`config.mk`:
```
export PLATFORM = sky130hd
export DESIGN_NAME = dphy_pll_divider_search
export DESIGN_NICKNAME = d
export VERILOG_FILES = /design/src/rtl/dpds_pkg.sv /design/src/rtl/dpds_fifo.sv /design/src/rtl/dpds_front.sv /design/src/rtl/dpds_divider.sv /design/src/rtl/dpds_back.sv /design/src/rtl/dphy_pll_divider_search.sv
export VERILOG_INCLUDE_DIRS = /design/src /design/src/rtl
export SDC_FILE = /design/constraint.sdc
export NUM_CORES = 2
export LEC_CHECK = 0
export ABC_AREA = 1
export BUFFER_PORTS_ARGS = -buffer_cell sky130_fd_sc_hd__buf_2
export CORE_MARGIN = 2
export CORE_UTILIZATION = 50
export DETAILED_ROUTE_END_ITERATION = 10
export GPL_ROUTABILITY_DRIVEN = 0
export GPL_TIMING_DRIVEN = 0
export PLACE_DENSITY_LB_ADDON = 0.12
export SLEW_MARGIN = 20
export SYNTH_ARGS = -nofsm -noshare
export SYNTH_HDL_FRONTEND = slang
export SYNTH_SLANG_ARGS = --single-unit
```
`constraint.sdc`:
```
create_clock -name clock -period 11.37 [get_ports clock]
set_clock_uncertainty 0.15 [all_clocks]
set_input_delay 1.7055 -clock clock [delete_from_list [all_inputs] [get_ports clock]]
set_output_delay 1.7055 -clock clock [all_outputs]
set_load 0.02 [all_outputs]
```
`src/rtl/dphy_pll_divider_search_assert.svh`:
```
// Assertion macros shared by the divider search RTL.
`ifndef DPHY_PLL_DIVIDER_SEARCH_ASSERT_SVH
`define DPHY_PLL_DIVIDER_SEARCH_ASSERT_SVH

// The consequent must hold at every edge at which the antecedent holds.
`define DPDS_ASSERT_IMPLIES(label, clk, rst, ante, cons, msg) \
   label: assert property (@(posedge clk) disable iff (rst) (ante) |-> (cons)) \
      else $error(msg);

// The expression must never be true at a clock edge.
`define DPDS_ASSERT_NEVER(label, clk, rst, expr, msg) \
   label: assert property (@(posedge clk) disable iff (rst) !(expr)) \
      else $error(msg);

`endif

```
`src/rtl/dpds_pkg.sv`:
```
// Types, constants and the band table of the D-PHY PLL divider search.
`timescale 1ns / 1ps

package dpds_pkg;

   localparam int PIXEL_W     = 20;
   localparam int BPP_W       = 6;
   localparam int LANES_W     = 3;
   localparam int LANE_RATE_W = 26;
   localparam int VCO_W       = 6;
   localparam int M_W         = 10;
   localparam int N_W         = 4;
   localparam int STATUS_W    = 2;

   localparam int PROD_W      = 26;   // pixel_khz * bits_per_pixel
   localparam int PHY_FULL_W  = 25;   // lane rate halved, before the range check
   localparam int PHY_W       = 21;   // PHY clock once inside the legal range
   localparam int SCALE_W     = 31;   // scaled PHY clock times 1000
   localparam int TARGET_W    = 26;
   localparam int QT_W        = 6;    // target / 1e6
   localparam int CAND_W      = 10;   // rounded feedback divider
   localparam int BACK_W      = 30;   // candidate times 1e6
   localparam int BEST_W      = 27;
   localparam int DIVIDEND_W  = 32;
   localparam int DIVISOR_W   = 20;
   localparam int PAIR_W      = 5;

   localparam int PAIRS_PROD   = (PROD_W + 1) / 2;
   localparam int PAIRS_SCALE  = (SCALE_W + 1) / 2;
   localparam int PAIRS_TARGET = (TARGET_W + 1) / 2;
   localparam int PAIRS_BACK   = (BACK_W + 1) / 2;
   localparam int SHIFT_PROD   = DIVIDEND_W - 2 * PAIRS_PROD;
   localparam int SHIFT_SCALE  = DIVIDEND_W - 2 * PAIRS_SCALE;
   localparam int SHIFT_TARGET = DIVIDEND_W - 2 * PAIRS_TARGET;
   localparam int SHIFT_BACK   = DIVIDEND_W - 2 * PAIRS_BACK;

   localparam int unsigned PHY_MIN_KHZ  = 40000;
   localparam int unsigned PHY_MAX_KHZ  = 1250000;
   localparam int unsigned REF_MHZ      = 24;
   localparam int unsigned KHZ_PER_MHZ  = 1000;
   localparam int unsigned ROUND_HALF   = 500000;
   localparam int unsigned SCALE_ONE    = 1000000;
   localparam int unsigned INITIAL_BEST = 100000000;

   localparam logic [STATUS_W-1:0] STATUS_OK     = 2'd0;
   localparam logic [STATUS_W-1:0] STATUS_RANGE  = 2'd1;
   localparam logic [STATUS_W-1:0] STATUS_NO_DIV = 2'd2;

   localparam int NUM_BANDS = 10;

   // Exclusive upper limit of each band; the last band has none.
   localparam logic [PHY_W-1:0] BAND_LIMIT [NUM_BANDS-1] = '{
      21'd55000, 21'd82500, 21'd110000, 21'd165000, 21'd220000,
      21'd330000, 21'd440000, 21'd660000, 21'd1149000
   };
   localparam logic [VCO_W-1:0] BAND_CODE [NUM_BANDS] = '{
      6'h3f, 6'h37, 6'h2f, 6'h27, 6'h1f, 6'h17, 6'h0f, 6'h09, 6'h03, 6'h01
   };

   typedef struct packed {
      logic [PIXEL_W-1:0] pixel_khz;
      logic [BPP_W-1:0]   bits_per_pixel;
      logic [LANES_W-1:0] lane_count;
   } req_type;

   typedef struct packed {
      logic [LANE_RATE_W-1:0] lane_rate;
      logic [VCO_W-1:0]       vco_code;
      logic [M_W-1:0]         m_field;
      logic [N_W-1:0]         n_field;
      logic [STATUS_W-1:0]    status;
   } rsp_type;

   typedef struct packed {
      logic [PROD_W-1:0]  prod;
      logic [LANES_W-1:0] lanes;
      logic               zero_lanes;
   } job_type;

   typedef struct packed {
      logic                  start;
      logic [DIVIDEND_W-1:0] dividend;
      logic [DIVISOR_W-1:0]  divisor;
      logic [PAIR_W-1:0]     pairs;
   } div_cmd_type;

   typedef struct packed {
      logic                  busy;
      logic                  done;
      logic [DIVIDEND_W-1:0] quotient;
      logic [DIVISOR_W-1:0]  remainder;
   } div_rsp_type;

   // First band whose limit lies above the PHY clock.
   function automatic logic [VCO_W-1:0] band_code(input logic [PHY_W-1:0] phy);
      logic [VCO_W-1:0] code;
      begin
         code = BAND_CODE[NUM_BANDS-1];
         for (int k = NUM_BANDS - 2; k >= 0; k--) begin
            if (phy < BAND_LIMIT[k]) begin
               code = BAND_CODE[k];
            end
         end
         return code;
      end
   endfunction

endpackage

```
`src/rtl/dpds_fifo.sv`:
```
// Small first-in first-out queue with the head item shown ahead.
`timescale 1ns / 1ps

module dpds_fifo #(
   parameter type item_type = logic,
   parameter int  DEPTH     = 2
) (
   input  logic     clock,
   input  logic     reset,
   input  logic     push,
   input  item_type push_item,
   output logic     full,
   input  logic     pop,
   output item_type pop_item,
   output logic     empty
);

   localparam int PTR_W = (DEPTH > 1) ? $clog2(DEPTH) : 1;
   localparam int CNT_W = $clog2(DEPTH + 1);

   item_type           slot_ff [DEPTH];
   logic [PTR_W-1:0]   wr_ptr_ff, wr_ptr_in;
   logic [PTR_W-1:0]   rd_ptr_ff, rd_ptr_in;
   logic [CNT_W-1:0]   count_ff, count_in;
   logic               do_push, do_pop;

   assign full     = (count_ff == CNT_W'(DEPTH));
   assign empty    = (count_ff == '0);
   assign do_push  = push && !full;
   assign do_pop   = pop && !empty;
   assign pop_item = slot_ff[rd_ptr_ff];

   always_comb begin
      wr_ptr_in = wr_ptr_ff;
      rd_ptr_in = rd_ptr_ff;
      count_in  = count_ff;
      if (do_push) begin
         wr_ptr_in = (wr_ptr_ff == PTR_W'(DEPTH - 1)) ? '0 : wr_ptr_ff + 1'b1;
      end
      if (do_pop) begin
         rd_ptr_in = (rd_ptr_ff == PTR_W'(DEPTH - 1)) ? '0 : rd_ptr_ff + 1'b1;
      end
      if (do_push && !do_pop) begin
         count_in = count_ff + 1'b1;
      end else if (do_pop && !do_push) begin
         count_in = count_ff - 1'b1;
      end
   end

   always_ff @(posedge clock) begin
      if (reset) begin
         wr_ptr_ff <= '0;
         rd_ptr_ff <= '0;
         count_ff  <= '0;
      end else begin
         wr_ptr_ff <= wr_ptr_in;
         rd_ptr_ff <= rd_ptr_in;
         count_ff  <= count_in;
      end
      if (do_push) begin
         slot_ff[wr_ptr_ff] <= push_item;
      end
   end

endmodule

```
`src/rtl/dpds_front.sv`:
```
// Front stage: takes request beats, forms the pixel product and flags zero lanes.
`timescale 1ns / 1ps

module dpds_front (
   input  logic              clock,
   input  logic              reset,
   input  logic              push,
   input  dpds_pkg::req_type req_item,
   output logic              full,
   output logic              job_push,
   output dpds_pkg::job_type job_item,
   input  logic              job_full
);

   import dpds_pkg::*;

   logic    stage_valid_ff, stage_valid_in;
   req_type stage_ff, stage_in;
   logic    accept;

   assign full     = stage_valid_ff && job_full;
   assign accept   = push && !full;
   assign job_push = stage_valid_ff && !job_full;

   always_comb begin
      job_item.prod       = PROD_W'(stage_ff.pixel_khz) * PROD_W'(stage_ff.bits_per_pixel);
      job_item.lanes      = stage_ff.lane_count;
      job_item.zero_lanes = (stage_ff.lane_count == '0);
   end

   always_comb begin
      stage_valid_in = accept || (stage_valid_ff && !job_push);
      stage_in       = accept ? req_item : stage_ff;
   end

   always_ff @(posedge clock) begin
      if (reset) begin
         stage_valid_ff <= 1'b0;
      end else begin
         stage_valid_ff <= stage_valid_in;
      end
      stage_ff <= stage_in;
   end

endmodule

```
`src/rtl/dpds_divider.sv`:
```
// Shared restoring divider, two quotient bits per cycle.
`timescale 1ns / 1ps

module dpds_divider (
   input  logic                  clock,
   input  logic                  reset,
   input  dpds_pkg::div_cmd_type cmd,
   output dpds_pkg::div_rsp_type rsp
);

   import dpds_pkg::*;

   logic                  busy_ff, busy_in;
   logic                  done_ff, done_in;
   logic [PAIR_W-1:0]     pairs_ff, pairs_in;
   logic [DIVISOR_W-1:0]  rem_ff, rem_in;
   logic [DIVIDEND_W-1:0] quo_ff, quo_in;
   logic [DIVISOR_W-1:0]  divisor_ff, divisor_in;

   logic [DIVISOR_W:0]    rem_a, rem_b;
   logic                  ge_a, ge_b;
   logic [DIVISOR_W-1:0]  rem_1, rem_2;
   logic [DIVIDEND_W-1:0] quo_1, quo_2;

   // The dividend shifts out at the top while quotient bits enter at the bottom.
   always_comb begin
      rem_a = {rem_ff, quo_ff[DIVIDEND_W-1]};
      ge_a  = (rem_a >= {1'b0, divisor_ff});
      rem_1 = ge_a ? DIVISOR_W'(rem_a - {1'b0, divisor_ff}) : rem_a[DIVISOR_W-1:0];
      quo_1 = {quo_ff[DIVIDEND_W-2:0], ge_a};
      rem_b = {rem_1, quo_1[DIVIDEND_W-1]};
      ge_b  = (rem_b >= {1'b0, divisor_ff});
      rem_2 = ge_b ? DIVISOR_W'(rem_b - {1'b0, divisor_ff}) : rem_b[DIVISOR_W-1:0];
      quo_2 = {quo_1[DIVIDEND_W-2:0], ge_b};
   end

   always_comb begin
      busy_in    = busy_ff;
      done_in    = 1'b0;
      pairs_in   = pairs_ff;
      rem_in     = rem_ff;
      quo_in     = quo_ff;
      divisor_in = divisor_ff;
      if (cmd.start) begin
         busy_in    = 1'b1;
         pairs_in   = cmd.pairs;
         rem_in     = '0;
         quo_in     = cmd.dividend;
         divisor_in = cmd.divisor;
      end else if (busy_ff) begin
         rem_in   = rem_2;
         quo_in   = quo_2;
         pairs_in = pairs_ff - 1'b1;
         if (pairs_ff == PAIR_W'(1)) begin
            busy_in = 1'b0;
            done_in = 1'b1;
         end
      end
   end

   always_ff @(posedge clock) begin
      if (reset) begin
         busy_ff <= 1'b0;
         done_ff <= 1'b0;
      end else begin
         busy_ff <= busy_in;
         done_ff <= done_in;
      end
      pairs_ff   <= pairs_in;
      rem_ff     <= rem_in;
      quo_ff     <= quo_in;
      divisor_ff <= divisor_in;
   end

   assign rsp.busy      = busy_ff;
   assign rsp.done      = done_ff;
   assign rsp.quotient  = quo_ff;
   assign rsp.remainder = rem_ff;

endmodule

```
`src/rtl/dpds_back.sv`:
```
// Back end sequencer: lane rate, band choice and the input divider search.
`timescale 1ns / 1ps

module dpds_back #(
   parameter int MAX_INPUT_DIVIDER    = 16,
   parameter int MAX_FEEDBACK_DIVIDER = 625
) (
   input  logic                  clock,
   input  logic                  reset,
   input  logic                  job_empty,
   input  dpds_pkg::job_type     job_item,
   output logic                  job_pop,
   output dpds_pkg::div_cmd_type div_cmd,
   input  dpds_pkg::div_rsp_type div_rsp,
   output logic                  rsp_push,
   output dpds_pkg::rsp_type     rsp_item,
   input  logic                  rsp_full
);

   import dpds_pkg::*;

   localparam int IDX_W = $clog2(MAX_INPUT_DIVIDER + 1);

   typedef enum logic [2:0] {
      ST_IDLE,
      ST_LANE,
      ST_SCALE,
      ST_TARGET,
      ST_SPLIT,
      ST_STEP,
      ST_BACK,
      ST_OUT
   } state_type;

   state_type             state_ff, state_in;
   logic                  div_start_ff, div_start_in;
   logic [DIVIDEND_W-1:0] div_dividend_ff, div_dividend_in;
   logic [DIVISOR_W-1:0]  div_divisor_ff, div_divisor_in;
   logic [PAIR_W-1:0]     div_pairs_ff, div_pairs_in;
   logic [LANE_RATE_W-1:0] lane_rate_ff, lane_rate_in;
   logic [PHY_W-1:0]      phy_ff, phy_in;
   logic [VCO_W-1:0]      vco_ff, vco_in;
   logic [TARGET_W-1:0]   target_ff, target_in;
   logic [QT_W-1:0]       qt_ff, qt_in;
   logic [DIVISOR_W-1:0]  rt_ff, rt_in;
   logic [CAND_W-1:0]     acc_q_ff, acc_q_in;
   logic [DIVISOR_W-1:0]  acc_r_ff, acc_r_in;
   logic [IDX_W-1:0]      idx_ff, idx_in;
   logic [CAND_W-1:0]     cand_ff, cand_in;
   logic [BEST_W-1:0]     best_ff, best_in;
   logic [IDX_W-1:0]      best_n_ff, best_n_in;
   logic [CAND_W-1:0]     best_m_ff, best_m_in;
   rsp_type               rsp_item_ff, rsp_item_in;

   logic [PHY_FULL_W-1:0] phy_full;
   logic [SCALE_W-1:0]    scaled, scale_prod;
   logic [DIVISOR_W:0]    sum_r;
   logic                  carry;
   logic [DIVISOR_W-1:0]  next_r;
   logic [CAND_W-1:0]     next_q;
   logic [IDX_W-1:0]      next_idx;
   logic [BACK_W-1:0]     back_num, back_q, target_ext, err;

   function automatic rsp_type make_result(
      input logic [LANE_RATE_W-1:0] lane,
      input logic [VCO_W-1:0]       vco,
      input logic [IDX_W-1:0]       n,
      input logic [CAND_W-1:0]      m
   );
      rsp_type          r;
      logic [IDX_W-1:0] n_less;
      logic [CAND_W-1:0] m_less;
      begin
         n_less     = n - 1'b1;
         m_less     = m - CAND_W'(2);
         r.lane_rate = lane;
         r.vco_code  = vco;
         if (n == '0) begin
            r.m_field = '0;
            r.n_field = '0;
            r.status  = STATUS_NO_DIV;
         end else begin
            r.m_field = M_W'(m_less);
            r.n_field = N_W'(n_less);
            r.status  = STATUS_OK;
         end
         return r;
      end
   endfunction

   always_comb begin
      phy_full   = div_rsp.quotient[LANE_RATE_W-1:1];
      scaled     = SCALE_W'(phy_ff) << vco_ff[VCO_W-1:VCO_W-2];
      scale_prod = scaled * SCALE_W'(KHZ_PER_MHZ);
      // Numerator target * i + 500000 kept as quotient and remainder by 1e6.
      sum_r      = {1'b0, acc_r_ff} + {1'b0, rt_ff};
      carry      = (sum_r >= (DIVISOR_W + 1)'(SCALE_ONE));
      next_r     = carry ? DIVISOR_W'(sum_r - (DIVISOR_W + 1)'(SCALE_ONE))
                         : sum_r[DIVISOR_W-1:0];
      next_q     = acc_q_ff + CAND_W'(qt_ff) + CAND_W'(carry);
      next_idx   = idx_ff + 1'b1;
      back_num   = BACK_W'(next_q) * BACK_W'(SCALE_ONE);
      back_q     = div_rsp.quotient[BACK_W-1:0];
      target_ext = BACK_W'(target_ff);
      err        = (target_ext > back_q) ? target_ext - back_q : back_q - target_ext;
   end

   always_comb begin
      state_in        = state_ff;
      div_start_in    = 1'b0;
      div_dividend_in = div_dividend_ff;
      div_divisor_in  = div_divisor_ff;
      div_pairs_in    = div_pairs_ff;
      lane_rate_in    = lane_rate_ff;
      phy_in          = phy_ff;
      vco_in          = vco_ff;
      target_in       = target_ff;
      qt_in           = qt_ff;
      rt_in           = rt_ff;
      acc_q_in        = acc_q_ff;
      acc_r_in        = acc_r_ff;
      idx_in          = idx_ff;
      cand_in         = cand_ff;
      best_in         = best_ff;
      best_n_in       = best_n_ff;
      best_m_in       = best_m_ff;
      rsp_item_in     = rsp_item_ff;
      job_pop         = 1'b0;
      rsp_push        = 1'b0;
      unique case (state_ff)
         ST_IDLE: begin
            if (!job_empty) begin
               job_pop = 1'b1;
               if (job_item.zero_lanes) begin
                  rsp_item_in        = '0;
                  rsp_item_in.status = STATUS_RANGE;
                  state_in           = ST_OUT;
               end else begin
                  div_start_in    = 1'b1;
                  div_dividend_in = DIVIDEND_W'(job_item.prod) << SHIFT_PROD;
                  div_divisor_in  = DIVISOR_W'(job_item.lanes);
                  div_pairs_in    = PAIR_W'(PAIRS_PROD);
                  state_in        = ST_LANE;
               end
            end
         end
         ST_LANE: begin
            if (div_rsp.done) begin
               lane_rate_in = div_rsp.quotient[LANE_RATE_W-1:0];
               if ((phy_full > PHY_FULL_W'(PHY_MAX_KHZ)) ||
                   (phy_full < PHY_FULL_W'(PHY_MIN_KHZ))) begin
                  rsp_item_in           = '0;
                  rsp_item_in.lane_rate = div_rsp.quotient[LANE_RATE_W-1:0];
                  rsp_item_in.status    = STATUS_RANGE;
                  state_in              = ST_OUT;
               end else begin
                  phy_in   = phy_full[PHY_W-1:0];
                  vco_in   = band_code(phy_full[PHY_W-1:0]);
                  state_in = ST_SCALE;
               end
            end
         end
         ST_SCALE: begin
            div_start_in    = 1'b1;
            div_dividend_in = DIVIDEND_W'(scale_prod) << SHIFT_SCALE;
            div_divisor_in  = DIVISOR_W'(REF_MHZ);
            div_pairs_in    = PAIR_W'(PAIRS_SCALE);
            state_in        = ST_TARGET;
         end
         ST_TARGET: begin
            if (div_rsp.done) begin
               target_in       = div_rsp.quotient[TARGET_W-1:0];
               div_start_in    = 1'b1;
               div_dividend_in = DIVIDEND_W'(div_rsp.quotient[TARGET_W-1:0]) << SHIFT_TARGET;
               div_divisor_in  = DIVISOR_W'(SCALE_ONE);
               div_pairs_in    = PAIR_W'(PAIRS_TARGET);
               state_in        = ST_SPLIT;
            end
         end
         ST_SPLIT: begin
            if (div_rsp.done) begin
               qt_in     = div_rsp.quotient[QT_W-1:0];
               rt_in     = div_rsp.remainder;
               acc_q_in  = '0;
               acc_r_in  = DIVISOR_W'(ROUND_HALF);
               idx_in    = '0;
               best_in   = BEST_W'(INITIAL_BEST);
               best_n_in = '0;
               best_m_in = '0;
               state_in  = ST_STEP;
            end
         end
         ST_STEP: begin
            if (idx_ff == IDX_W'(MAX_INPUT_DIVIDER)) begin
               rsp_item_in = make_result(lane_rate_ff, vco_ff, best_n_ff, best_m_ff);
               state_in    = ST_OUT;
            end else begin
               idx_in   = next_idx;
               acc_q_in = next_q;
               acc_r_in = next_r;
               // A candidate above the feedback limit is passed over.
               if (next_q <= CAND_W'(MAX_FEEDBACK_DIVIDER)) begin
                  cand_in         = next_q;
                  div_start_in    = 1'b1;
                  div_dividend_in = DIVIDEND_W'(back_num) << SHIFT_BACK;
                  div_divisor_in  = DIVISOR_W'(next_idx);
                  div_pairs_in    = PAIR_W'(PAIRS_BACK);
                  state_in        = ST_BACK;
               end
            end
         end
         ST_BACK: begin
            if (div_rsp.done) begin
               state_in = ST_STEP;
               if (BACK_W'(best_ff) > err) begin
                  best_in   = err[BEST_W-1:0];
                  best_n_in = idx_ff;
                  best_m_in = cand_ff;
                  if (err == '0) begin
                     rsp_item_in = make_result(lane_rate_ff, vco_ff, idx_ff, cand_ff);
                     state_in    = ST_OUT;
                  end
               end
            end
         end
         ST_OUT: begin
            if (!rsp_full) begin
               rsp_push = 1'b1;
               state_in = ST_IDLE;
            end
         end
      endcase
   end

   always_ff @(posedge clock) begin
      if (reset) begin
         state_ff     <= ST_IDLE;
         div_start_ff <= 1'b0;
      end else begin
         state_ff     <= state_in;
         div_start_ff <= div_start_in;
      end
      div_dividend_ff <= div_dividend_in;
      div_divisor_ff  <= div_divisor_in;
      div_pairs_ff    <= div_pairs_in;
      lane_rate_ff    <= lane_rate_in;
      phy_ff          <= phy_in;
      vco_ff          <= vco_in;
      target_ff       <= target_in;
      qt_ff           <= qt_in;
      rt_ff           <= rt_in;
      acc_q_ff        <= acc_q_in;
      acc_r_ff        <= acc_r_in;
      idx_ff          <= idx_in;
      cand_ff         <= cand_in;
      best_ff         <= best_in;
      best_n_ff       <= best_n_in;
      best_m_ff       <= best_m_in;
      rsp_item_ff     <= rsp_item_in;
   end

   assign div_cmd.start    = div_start_ff;
   assign div_cmd.dividend = div_dividend_ff;
   assign div_cmd.divisor  = div_divisor_ff;
   assign div_cmd.pairs    = div_pairs_ff;
   assign rsp_item         = rsp_item_ff;

endmodule

```
`src/rtl/dphy_pll_divider_search.sv`:
```
// Top level of the D-PHY PLL divider search.
//
// The block is used as a pair of queues. A request beat (pixel clock in kHz,
// bits per pixel, lane count) is taken at a rising edge with push high and
// full low. Each request gives exactly one result beat, in request order; the
// oldest result sits on rsp_item while empty is low and leaves at an edge with
// pop high and empty low.
// The front stage forms the pixel product and queues the job; the back end
// then runs every division through one shared divider that retires two
// quotient bits a cycle. An in-range request needs three setup divisions and
// up to sixteen divider candidates, and an exact match ends the search early.
// An out-of-range PHY clock is reported after the first division, zero lanes
// without any division. One request is worked on at a time: the back end
// takes no new job until the current result has gone into the result queue.
// A two-entry job queue and a two-entry result queue sit between the parts:
// a stalled receiver only halts the back end once both result slots are full,
// and requests are taken until the front stage and the job queue both fill.
// Synchronous reset empties both queues and returns the sequencer to idle.
`timescale 1ns / 1ps
`include "dphy_pll_divider_search_assert.svh"

module dphy_pll_divider_search #(
   parameter int MAX_INPUT_DIVIDER    = 16,
   parameter int MAX_FEEDBACK_DIVIDER = 625
) (
   input  logic              clock,
   input  logic              reset,
   input  logic              push,
   input  dpds_pkg::req_type req_item,
   output logic              full,
   input  logic              pop,
   output dpds_pkg::rsp_type rsp_item,
   output logic              empty
);

   import dpds_pkg::*;

   // Front side to job queue.
   logic        job_push;
   job_type     job_in_item;
   logic        job_full;

   // Job queue to back end.
   logic        job_pop;
   job_type     job_out_item;
   logic        job_empty;

   // Back end to result queue.
   logic        rsp_push;
   rsp_type     rsp_in_item;
   logic        rsp_full;

   div_cmd_type div_cmd;
   div_rsp_type div_rsp;

   dpds_front u_front (
      .clock    (clock),
      .reset    (reset),
      .push     (push),
      .req_item (req_item),
      .full     (full),
      .job_push (job_push),
      .job_item (job_in_item),
      .job_full (job_full)
   );

   dpds_fifo #(
      .item_type (job_type),
      .DEPTH     (2)
   ) u_job_queue (
      .clock     (clock),
      .reset     (reset),
      .push      (job_push),
      .push_item (job_in_item),
      .full      (job_full),
      .pop       (job_pop),
      .pop_item  (job_out_item),
      .empty     (job_empty)
   );

   // The back end owns the search; the divider is its only arithmetic unit
   // that works iteratively.
   dpds_back #(
      .MAX_INPUT_DIVIDER    (MAX_INPUT_DIVIDER),
      .MAX_FEEDBACK_DIVIDER (MAX_FEEDBACK_DIVIDER)
   ) u_back (
      .clock     (clock),
      .reset     (reset),
      .job_empty (job_empty),
      .job_item  (job_out_item),
      .job_pop   (job_pop),
      .div_cmd   (div_cmd),
      .div_rsp   (div_rsp),
      .rsp_push  (rsp_push),
      .rsp_item  (rsp_in_item),
      .rsp_full  (rsp_full)
   );

   dpds_divider u_divider (
      .clock (clock),
      .reset (reset),
      .cmd   (div_cmd),
      .rsp   (div_rsp)
   );

   dpds_fifo #(
      .item_type (rsp_type),
      .DEPTH     (2)
   ) u_rsp_queue (
      .clock     (clock),
      .reset     (reset),
      .push      (rsp_push),
      .push_item (rsp_in_item),
      .full      (rsp_full),
      .pop       (pop),
      .pop_item  (rsp_item),
      .empty     (empty)
   );

   // The sequencer must never start a division while one is still running.
   `DPDS_ASSERT_NEVER(a_div_start_while_busy, clock, reset,
      div_cmd.start && div_rsp.busy, "division started while the divider is busy")

   // A result is only handed over when the result queue has room.
   `DPDS_ASSERT_IMPLIES(a_rsp_push_room, clock, reset, rsp_push, !rsp_full,
      "result written into a full result queue")

   // A successful result always names dividers inside their legal ranges.
   `DPDS_ASSERT_IMPLIES(a_ok_fields_legal, clock, reset,
      !empty && (rsp_item.status == STATUS_OK),
      (32'(rsp_item.n_field) < MAX_INPUT_DIVIDER) &&
      (32'(rsp_item.m_field) + 2 <= MAX_FEEDBACK_DIVIDER),
      "successful result carries a divider outside its range")

endmodule

```
==> flow_metrics.env <==
export IMPL_outcome="completed"
export IMPL_drc_errors=0
export IMPL_synth_ff_latch_count=542
export IMPL_internal_power_w=0.00625
export IMPL_avgSynthCellArea_sq_um=8.87
export IMPL_synth_top_cells_by_area="sky130_fd_sc_hd__edfxtp_1 39%, sky130_fd_sc_hd__nand2_1 10%, sky130_fd_sc_hd__ha_1 9.7%"
export IMPL_grt_antenna_before_repair=2
export IMPL_num_nets_final=5121
export IMPL_cell_count_after_synthesis=4433
export IMPL_worst_pin_slew_ns=1.10
export IMPL_mostFrequentLayoutCell="sky130_fd_sc_hd__nand2_1"
export IMPL_globalRouteTotalUtil=0.265
export IMPL_cts_sinks=542
export IMPL_max_slew_margin=0.264
export IMPL_timing_final_ws_setup_ns=1.65
export IMPL_drive_above_1_share=0.0745
export IMPL_first_iter_violations=2601
export IMPL_tritoncts="done"
export IMPL_netSwitchingPower_w=0.00544
export IMPL_timing_fmax_mhz=103
export IMPL_cts_htree_levels=2
export IMPL_leakage_dissipation_nw=19.7
export IMPL_finalCritPeriodShare=0.855
export IMPL_postLayoutCellArea_sq_um=43600
export IMPL_max_cap_viol_count=0
export IMPL_first_global_vias=29700
export IMPL_netlist_cell_type_count=71
export IMPL_gr_usage_met1=0.365
export IMPL_critical_path_class="reg -> reg"
export IMPL_detailed_place_area_sq_um=41500
export IMPL_clk_transition_reported_paths_ns=0.06
export IMPL_dieArea_sq_um=80900
export IMPL_cts_repair_timing_setup_buffer_count=0
export IMPL_number_of_enable_type_register_cells_in_the_synthesized_netlist=505
export IMPL_die_height_um=284
export IMPL_synth_yosys_seq_area_share=0.405
export IMPL_final_min_clock_period_ns=9.72
export IMPL_mostFrequentLayoutCells="1067 x sky130_fd_sc_hd__nand2_1, 704 x sky130_fd_sc_hd__inv_1, 505 x sky130_fd_sc_hd__edfxtp_1, 313 x sky130_fd_sc_hd__nor2_1, 305 x sky130_fd_sc_hd__ha_1"
export IMPL_drv_slew=0
export IMPL_rsz_0062_raised_after_global_routing="no"
export IMPL_vias=30700
export IMPL_grt_met3_usage=0.0396
export IMPL_setup_viol=0
export IMPL_async_set_or_reset_register_ratio_after_synthesis=0
export IMPL_synth_warnings=0
export IMPL_hold_violations=0
export IMPL_first_pass_iters=6
export IMPL_io_buffers=82
export IMPL_overflow=0
export IMPL_busiest_layer="met2"
export IMPL_critical_path_top_delay_family="adder cells"
export IMPL_crit_buf_inv=3
export IMPL_area_growth_syn_to_layout_pct=11.0
export IMPL_hold_buffers=0
export IMPL_post_cts_resize_count=0
export IMPL_insertion_delay_ns=0.69
export IMPL_floorplan_io_pins=83
export IMPL_route_detailed_wl_per_inst_um=18.8
export IMPL_cp_data_required_time_ns=11.51
export IMPL_final_core_utilization=0.562
export IMPL_chipWidth_um=284
export IMPL_tritoncts_num_buffers=60
export IMPL_synth_cell_area_sq_um=39300
export IMPL_cp_arrival_ns=9.86
export IMPL_grt_start_max_net_pins=33
export IMPL_clockBufferDepth=3
export IMPL_power_frac_comb=0.542
export IMPL_final_cells=5687
export IMPL_floorplan_initialDensity=0.507
export IMPL_yosys_area_top_type_share=0.386
export IMPL_hold_path_class="reg -> reg"
export IMPL_p_per_area_nw_per_um2=268
export IMPL_cpPeakStageDelay_ns=0.54
export IMPL_number_of_nets_still_failing_antenna_checks_after_routing=0
export IMPL_ys_flop_type="sky130_fd_sc_hd__edfxtp_1"
export IMPL_placement_setup_worst_slack_ns=1.80
export IMPL_irDropWorstVdd_mv=0.179
export IMPL_clock_power_share=0.178
export IMPL_core_area_sq_um=77600
export IMPL_totalWireLength_mm=107
export IMPL_ctsRootBufferMaster="sky130_fd_sc_hd__clkbuf_16"
export IMPL_synth_top_area_cell="sky130_fd_sc_hd__edfxtp_1"
export IMPL_worst_path_max_fanout=8
export IMPL_wire_length_of_the_first_global_routing_pass_mm=167
export IMPL_row_count=102
export IMPL_capturing_element_type_of_the_critical_path="flip-flop"
export IMPL_placed_cells=5572
export IMPL_fin_setup_tns_ns=0
export IMPL_grt_met2_usage=0.423
export IMPL_power_share_switching=0.465
export IMPL_worstSetupStartpointType="flip-flop"
export IMPL_share_seq_of_total_power=0.280
export IMPL_crit_slowest_cell="sky130_fd_sc_hd__o311ai_0"
export IMPL_dp_hpwl_mm=84.9
export IMPL_via_per_inst=5.40
export IMPL_syn_nets=4960
## power groups by stage
stage,Clock (W),Combinational [W],Sequential (W)
floorplan,0,0.00454,0.00313
global placement,0,0.00611,0.00332
detailed placement,0,0.00624,0.00330
CTS,0.00211,0.00628,0.00326
global route,0.00219,0.00712,0.00331
finish,0.00208,0.00634,0.00328
## cells by family (layout without fill, tap and decap cells)
logic type	after synthesis	after routing	share of synthesized area
flip-flops	542	542	0.405
AND/OR/NAND/NOR	1753	1753	0.186
buffers and inverters	803	1016	0.0785
multiplexers	53	53	0.0150
other	0	1	0
XOR/XNOR	127	127	0.0283
AO/OA/AOI/OAI	661	661	0.0943
adder cells (fa/ha/maj)	494	494	0.193
## final timing paths
check	startpoint	to	slack [ns]	cells past startpoint
worst max-delay path	u_back.acc_r_ff[0]	u_back.div_dividend_ff[28]	1.65	36
worst min-delay path	u_back.div_divisor_ff[4]	u_divider.divisor_ff[4]	0.24	0
worst max register to register	u_back.acc_r_ff[0]	u_back.div_dividend_ff[28]	1.65	36
worst min register to register	u_back.div_divisor_ff[4]	u_divider.divisor_ff[4]	0.24	0
## sequential cells by signal (all words and copies together), names as in the netlist, 20 cells and up, named ones only
name and flops:
u_back.best_ff 27, u_back.phy_ff 21, u_rsp_queue.slot_ff 96, u_front.stage_ff 26, u_back.rt_ff 20, u_back.div_dividend_ff 29, u_divider.rem_ff 20, u_back.acc_r_ff 20
u_back.lane_rate_ff 26, u_divider.quo_ff 32, u_back.rsp_item 48, u_job_queue.slot_ff 60, u_back.target_ff 26
## metrics by stage
stage / power, W / hold slack, ns
4_1_cts: 0.0117 / 0.263
2_1_floorplan: 0.00766 / 0.250
5_1_grt: 0.0126 / 0.258
3_3_place_gp: 0.00942 / 0.255
3_5_place_dp: 0.00954 / 0.256
6_report: 0.0117 / 0.244
## layout make-up
type | instances | area, sq um
Sequential cell | 542 | 15900
Antenna cell | 1 | 2.50
Inverter | 718 | 2700
Tap cell | 1040 | 1300
Fill cell | 7118 | 34000
Clock inverter | 39 | 536
Buffer | 85 | 392
Clock buffer | 75 | 1590
Timing Repair Buffer | 99 | 773
Multi-Input combinational cell | 3088 | 20400
## cells in the mapped netlist (5+ instances only)
master / instances
sky130_fd_sc_hd__buf_1: 5
sky130_fd_sc_hd__inv_1: 706
sky130_fd_sc_hd__nor3_1: 34
sky130_fd_sc_hd__and2_1: 6
sky130_fd_sc_hd__a21boi_0: 6
sky130_fd_sc_hd__o21a_1: 5
sky130_fd_sc_hd__a211oi_1: 8
sky130_fd_sc_hd__ha_1: 305
sky130_fd_sc_hd__nand4_1: 50
sky130_fd_sc_hd__nor2_1: 321
sky130_fd_sc_hd__a21o_1: 8
sky130_fd_sc_hd__o211ai_1: 14
sky130_fd_sc_hd__or2_2: 11
sky130_fd_sc_hd__a21oi_1: 257
sky130_fd_sc_hd__o31ai_1: 8
sky130_fd_sc_hd__nand3b_1: 6
sky130_fd_sc_hd__dfxtp_1: 37
sky130_fd_sc_hd__clkbuf_1: 62
sky130_fd_sc_hd__nor4_1: 14
sky130_fd_sc_hd__nor2_2: 10
sky130_fd_sc_hd__o22ai_1: 13
sky130_fd_sc_hd__fa_1: 189
sky130_fd_sc_hd__o2111ai_1: 12
sky130_fd_sc_hd__edfxtp_1: 505
sky130_fd_sc_hd__nand2_1: 1068
sky130_fd_sc_hd__o21bai_1: 10
sky130_fd_sc_hd__xor2_1: 100
sky130_fd_sc_hd__o221ai_1: 7
sky130_fd_sc_hd__mux2i_1: 5
sky130_fd_sc_hd__clkinv_1: 6
sky130_fd_sc_hd__nand2_2: 18
sky130_fd_sc_hd__mux2_2: 48
sky130_fd_sc_hd__o21ai_0: 260
sky130_fd_sc_hd__xnor2_1: 27
sky130_fd_sc_hd__buf_4: 5
sky130_fd_sc_hd__a31oi_1: 15
sky130_fd_sc_hd__nor2_4: 5
sky130_fd_sc_hd__o32ai_1: 6
sky130_fd_sc_hd__inv_2: 6
sky130_fd_sc_hd__nand3_1: 192
sky130_fd_sc_hd__buf_6: 6
## layer usage
metal | wire (um) | part of all wire
met5 | 56 | 0.00052
met4 | 4680 | 0.044
met3 | 7700 | 0.072
met2 | 48100 | 0.45
met1 | 46600 | 0.43
Note: power is estimated with default switching activity, not from simulation.
